<file path="config.mk">
export PLATFORM = sky130hd
export DESIGN_NAME = tpm_ctrl
export DESIGN_NICKNAME = d
export VERILOG_FILES = /design/src/design/tpm_pkg.sv /design/src/design/tpm_ctrl.sv
export SDC_FILE = /design/constraint.sdc
export NUM_CORES = 1
export LEC_CHECK = 0
export ABC_CLOCK_PERIOD_IN_PS = 1700
export BUFFER_PORTS_ARGS = -buffer_cell sky130_fd_sc_hd__buf_2
export CAP_MARGIN = 20
export CORE_AREA = 2 2 39 41
export CTS_BUF_LIST = sky130_fd_sc_hd__clkbuf_4
export DETAILED_ROUTE_END_ITERATION = 8
export DIE_AREA = 0 0 41 43
export HOLD_SLACK_MARGIN = 0.12
export MAX_ROUTING_LAYER = met4
export PLACE_DENSITY = 0.72
export SLEW_MARGIN = 15
export SYNTH_ARGS = -nofsm -noshare
export SYNTH_HDL_FRONTEND = slang
export SYNTH_SLANG_ARGS = --single-unit
</file>
<file path="constraint.sdc">
create_clock -name clk_i -period 1.7 [get_ports clk_i]
set_input_delay 0.425 -clock clk_i [delete_from_list [all_inputs] [get_ports clk_i]]
set_output_delay 0.425 -clock clk_i [all_outputs]
set_load 0.02 [all_outputs]
</file>
<file path="src/design/tpm_pkg.sv">
`timescale 1ns / 1ps

package tpm_pkg;

  // Byte address bits that reach the table store; the store holds one 32-bit
  // word per four bytes.
  localparam int unsigned STORE_ADDR_BITS = 18;
  localparam int unsigned WORD_BITS       = STORE_ADDR_BITS - 2;
  localparam int unsigned PAGE_WORD_BITS  = 10;

  localparam logic [31:0] PAGE_BYTES = 32'h0000_1000;

  localparam logic [1:0] CFG_POOL_BOTTOM = 2'd0;
  localparam logic [1:0] CFG_POOL_TOP    = 2'd1;

  typedef enum logic [2:0] {
    ST_OK         = 3'd0,
    ST_MISALIGNED = 3'd1,
    ST_CONFLICT   = 3'd2,
    ST_MAPPED     = 3'd3,
    ST_NO_PAGES   = 3'd4
  } tpm_status_e;

  typedef logic [WORD_BITS-1:0] word_idx_t;

  // Controller to datapath
  typedef struct packed {
    logic        load_req;
    logic        rd_dir;
    logic        rd_leaf;
    logic        wr_super;
    logic        tbl_from_pde;
    logic        alloc;
    logic        clr_wr;
    logic        wr_link;
    logic        wr_leaf;
    logic        init_wr;
    logic        set_res;
    tpm_status_e res_code;
    logic        push_out;
  } tpm_cmd_t;

  // Datapath to controller
  typedef struct packed {
    logic misaligned;
    logic op_super;
    logic rd_v;
    logic pde_rwx;
    logic pool_empty;
    logic clr_last;
    logic init_last;
    logic out_free;
  } tpm_stat_t;

endpackage

</file>
<file path="src/design/tpm_ctrl.sv">
`timescale 1ns / 1ps

module tpm_ctrl
  import tpm_pkg::*;
(
  input  logic      clk_i,
  input  logic      rst_ni,
  input  logic      in_valid_i,
  output logic      in_ready_o,
  input  tpm_stat_t stat_i,
  output tpm_cmd_t  cmd_o
);

  typedef enum logic [3:0] {
    S_INIT,
    S_IDLE,
    S_CHECK,
    S_PDE_CHK,
    S_CLEAR,
    S_LINK,
    S_LEAF_RD,
    S_LEAF_CHK,
    S_DONE
  } ctrl_state_e;

  ctrl_state_e state_q, state_d;

  always_comb begin
    cmd_o          = '0;
    cmd_o.res_code = ST_OK;
    state_d        = state_q;
    in_ready_o     = 1'b0;
    case (state_q)
      S_INIT: begin
        cmd_o.init_wr = 1'b1;
        if (stat_i.init_last) begin
          state_d = S_IDLE;
        end
      end
      S_IDLE: begin
        in_ready_o = 1'b1;
        if (in_valid_i) begin
          cmd_o.load_req = 1'b1;
          state_d        = S_CHECK;
        end
      end
      S_CHECK: begin
        cmd_o.rd_dir = 1'b1;
        if (stat_i.misaligned) begin
          cmd_o.set_res  = 1'b1;
          cmd_o.res_code = ST_MISALIGNED;
          state_d        = S_DONE;
        end else begin
          state_d = S_PDE_CHK;
        end
      end
      S_PDE_CHK: begin
        if (stat_i.op_super) begin
          cmd_o.set_res = 1'b1;
          state_d       = S_DONE;
          if (stat_i.rd_v) begin
            cmd_o.res_code = ST_CONFLICT;
          end else begin
            cmd_o.wr_super = 1'b1;
            cmd_o.res_code = ST_OK;
          end
        end else if (stat_i.rd_v) begin
          if (stat_i.pde_rwx) begin
            cmd_o.set_res  = 1'b1;
            cmd_o.res_code = ST_CONFLICT;
            state_d        = S_DONE;
          end else begin
            cmd_o.tbl_from_pde = 1'b1;
            state_d            = S_LEAF_RD;
          end
        end else if (stat_i.pool_empty) begin
          cmd_o.set_res  = 1'b1;
          cmd_o.res_code = ST_NO_PAGES;
          state_d        = S_DONE;
        end else begin
          cmd_o.alloc = 1'b1;
          state_d     = S_CLEAR;
        end
      end
      S_CLEAR: begin
        cmd_o.clr_wr = 1'b1;
        if (stat_i.clr_last) begin
          state_d = S_LINK;
        end
      end
      S_LINK: begin
        cmd_o.wr_link = 1'b1;
        state_d       = S_LEAF_RD;
      end
      S_LEAF_RD: begin
        cmd_o.rd_leaf = 1'b1;
        state_d       = S_LEAF_CHK;
      end
      S_LEAF_CHK: begin
        cmd_o.set_res = 1'b1;
        state_d       = S_DONE;
        if (stat_i.rd_v) begin
          cmd_o.res_code = ST_MAPPED;
        end else begin
          cmd_o.wr_leaf  = 1'b1;
          cmd_o.res_code = ST_OK;
        end
      end
      S_DONE: begin
        // Hold until the output register frees up
        if (stat_i.out_free) begin
          cmd_o.push_out = 1'b1;
          state_d        = S_IDLE;
        end
      end
      default: begin
        state_d = S_IDLE;
      end
    endcase
  end

  always_ff @(posedge clk_i or negedge rst_ni) begin
    if (!rst_ni) begin
      state_q <= S_INIT;
    end else begin
      state_q <= state_d;
    end
  end

endmodule
</file>
### After elaboration in Yosys (flattened, before gate mapping)

Index checks and enable logic that the tools add are counted.

| cells by class | value |
|---|---|
| eq/ne operators | 12 |
| multiplexer cells | 37 |
| reductions and logical operators | 2 |

Operator list:

| cell | number |
|---|---|
| $mux W4 | 14 |
| $pmux W4 S9 | 1 |
| $mux W1 | 17 |
| $eq A4 B3 Y1 const B | 4 |
| $pmux W4 S3 | 1 |
| $eq A4 B2 Y1 const B | 2 |
| $ne A2 B2 Y1 const B | 4 |
| $mux W2 | 3 |
| $eq A4 B1 Y1 const B | 1 |
| $eq A4 B4 Y1 const B | 1 |
| $logic_not A4 Y1 | 1 |
| $reduce_and A4 Y1 | 1 |
| $mux W3 | 1 |

| word-level totals | value |
|---|---|
| register bits after elaboration | 4 |
| input port bits | 11 |
| output and inout bits | 16 |

### Logic depth before layout (Yosys ltp)

| depth | value |
|---|---|
| word-level depth | 4 |
| mapped depth | 5 |

### Worst setup path before layout

OpenSTA, ideal clock, no wires.

| path | value |
|---|---|
| path kind | register -> output |
| start | register state_q[2] |
| end | output cmd_o[5] in the netlist's numbering |
| arrival | 1304 ps |
| slack | -29 ps |
| stages on the path, launching flop included | 3 |
| path buffers | 1 |
| cell sequence | dfrtp_1 buf_2 nor4_1 |

RTL lines:

| element | RTL line | RTL |
|---|---|---|
| from (decl) | tpm_ctrl.sv:26 | `ctrl_state_e state_q, state_d;` |
| from (signal assigned) | tpm_ctrl.sv:126 | `state_q <= state_d;` |
| to (decl) | tpm_ctrl.sv:11 | `output tpm_cmd_t cmd_o` |

==> impl_results.md <==
- DR DRC count: 0
- CP endpoint kind: output pin
- Syn_nets: 76
- Final period utilization: 1.04
- DRT Pass-1 Iters: 4
- Tmin final: around 1.8 ns
- Detailed Route WL: 1910 microns
- Slowest stage cell, crit path: dfrtp_2
- Share of layout cells above drive strength 1: 0.705
- Max IR drop VDD: approximately 1100 uV
- Status: finished, violations left
- Clock-pin transition on the worst setup and hold timing paths: about 0.04 ns
- Top reg by flops: state_q
- Via count: 698
- Rows: 14
- WL per Instance: 14.9 microns
- Failing checks: setup timing
- CTS sink cnt: 4
- CTS H-Tree Depth: 1
- DRT iter0 DRCs: 16
- CP Data Required Time: 1.27 ns
- Number of slew-limit violations in the final report: 0
- Setup TNS: -0.396 ns
- Top flop regs: state_q: 4 flops
- Peak Freq: about 0.56 GHz
- Fin nets: 125
- Synth unique cells: 28
- Mapped Area: 488 sq um
- Initial antenna violation count: 0
- I/O Buffers: 26
- GPL Wtd Cong: 0.826
- Synth warnings: 0
- Fin worst setup slack: -0.0754 ns
- Clock Latency Late Sink: 0.23 ns
- Lkg Pwr: 0.479 nW
- Maxcap violations: 0
- P per Cell Area: 1680 nW/um^2
- Number of vias per cell: 5.45
- Total chip power: roughly 1.7 mW
- Class of the worst hold path: input pin to async pin
- Crit path DAT: between 1 and 1.5 ns
- GRT Total Usage: 0.219
- Cells after Synth: 65
- Final setup fails: 10
- Half-perimeter wire length after placement: slightly above 1000 microns
- Crit path cell chain: buf_6 > nor3_4 > and3_1 > buf_6
- Synth Flop Type: dfrtp_1
- CP dominant cell by count: buf_6
- Seq/Total Area, Yosys: 0.205
- RSZ-0062 raised after global routing: true
- Layout area overhead: 107%
- Worst Reg-to-Reg Cells: 5
- Final hold violation count: 0
- Worst relative slew slack: 0.830
- CTS tree: yes
- Cts bufs inserted: 3
- Largest net degree at the start of global routing: 11
- Final ANT Viol Nets: 0
- First-pass GRT wire length: between 2000 and 3000 microns
- N_diodes: 0
- Max clock buf depth: 2
- FF+latch count, synth: 4
- Die width: 41 microns
- Chip height: around 43 microns
- Final Skew: 0.00489 ns
- Starting density of the core: 0.353
- Total congestion overflow: 0
- EDFF count, synth: 0
- Vias in the first global route: 612
- Critical Path Fanout Max: 6
- Core area: 1380 sq um
- Root cell of the clock tree: clkbuf_4
- Syn_area_per_cell: 7.51 sq um
- Die area: 1760 sq um
- Worst slew pin tran: 0.248 ns
- Setup CP Type: register to output pin
- Largest register FFs: 4
- Fraction of registers with async set/reset: 1.00
- CP Launch Type: register
- Worst path max stage delay: 0.46 ns
- I/O pin count: 27
## synth_stat cells (2+ instances only)
library cell	instances	area share
nor3_1	9	0.092
nor2_1	7	0.054
nand2b_1	6	0.077
and3_1	4	0.051
buf_2	4	0.041
dfrtp_1	4	0.21
nand2_1	4	0.031
a21oi_1	3	0.031
buf_4	2	0.031
inv_1	2	0.015
mux2i_1	2	0.041
nor2b_1	2	0.026
## cell families (layout without fill, tap and decap cells)
kind of cell           Yosys count  in the layout  synth area share
AOI/OAI and AO/OA               10             10             0.169
buffers and inverters            8             55            0.0872
DFF                              4              4             0.205
muxes                            2              2            0.0410
and+or+nand+nor                 41             41             0.497
## worst max-delay path, delay by kind of cell (launching register included)
family | cells | cell delay [ns]
buf+inv | 2 | 0.29
flops | 1 | 0.46
simple gates | 2 | 0.37
## per-layer routing
| layer | track usage | wire length (microns) | vias up |
|---|---|---|---|
| met3 | 0.0314 | 95 | 4 |
| li1 | - | - | 331 |
| met2 | 0.328 | 1050 | 31 |
| met5 | - | 0 | - |
| met1 | 0.269 | 722 | 332 |
| met4 | 0.127 | 38 | 0 |
## placed cells by master, fill, tap and decap left out, types with 4 or more instances in the layout
cell type and instances:
and3_1 4, dfrtp_2 4, buf_2 14, nor3_4 4, nand2_1 4, nor2_1 4
buf_6 10, buf_4 25
## area by class of cell
class	count	area [sq um]
well taps	16	20.0
fillers	102	375
multi-input cells	53	473
clock buffers	3	22.5
inverters	2	7.51
repair buffers	50	380
flip-flops and latches	4	105
## metrics by stage
step / util / instances / setup WS, ns / cell area [sq um] / hold WS (ns)
finish: 0.729 / 128 / -0.0754 / 1010 / 0.532
global route: 0.729 / 128 / -0.135 / 1010 / 0.529
CTS: 0.599 / 123 / -0.0556 / 830 / 0.520
detailed placement: 0.484 / 109 / 0.0324 / 669 / 0.232
global placement: 0.484 / 109 / 0.0762 / 669 / 0.229
floorplan: - / 65 / 0.0203 / 494 / 0.129
## power breakdown
part | internal (mW) | switching, mW | total (mW) | leakage (nW)
combinational | 0.673 | 0.651 | 1.32 | 0.419
clock | 0.0787 | 0.0346 | 0.113 | 0.0138
sequential | 0.146 | 0.113 | 0.259 | 0.0462
## repair_timing
| item | 4_1_cts | 5_1_grt |
|---|---|---|
| endpoints found under the hold margin | 4 | 0 |
| setup buffers | 10 | 5 |
| hold buffers | 1 | 0 |
| pin swaps | 0 | 6 |
| gates resized for setup | 18 | 35 |
| endpoints found under the setup margin | 16 | 15 |
## final timing paths
kind / from / end / slack [ns]
worst max register to register: state_q[1]$_DFFE_PN0P_ / state_q[0]$_DFFE_PN0P_ / 0.36
worst min register to register: state_q[3]$_DFFE_PN0P_ / state_q[2]$_DFFE_PN0P_ / 0.60
worst min-delay path: rst_ni / state_q[1]$_DFFE_PN0P_ / 0.53
max in group asynchronous: rst_ni / state_q[3]$_DFFE_PN0P_ / 1.03
worst max-delay path: state_q[2]$_DFFE_PN0P_ / cmd_o[0] / -0.08
min in group clk_i: stat_i[1] / state_q[0]$_DFFE_PN0P_ / 0.56
(Power assumes the default switching activity.)
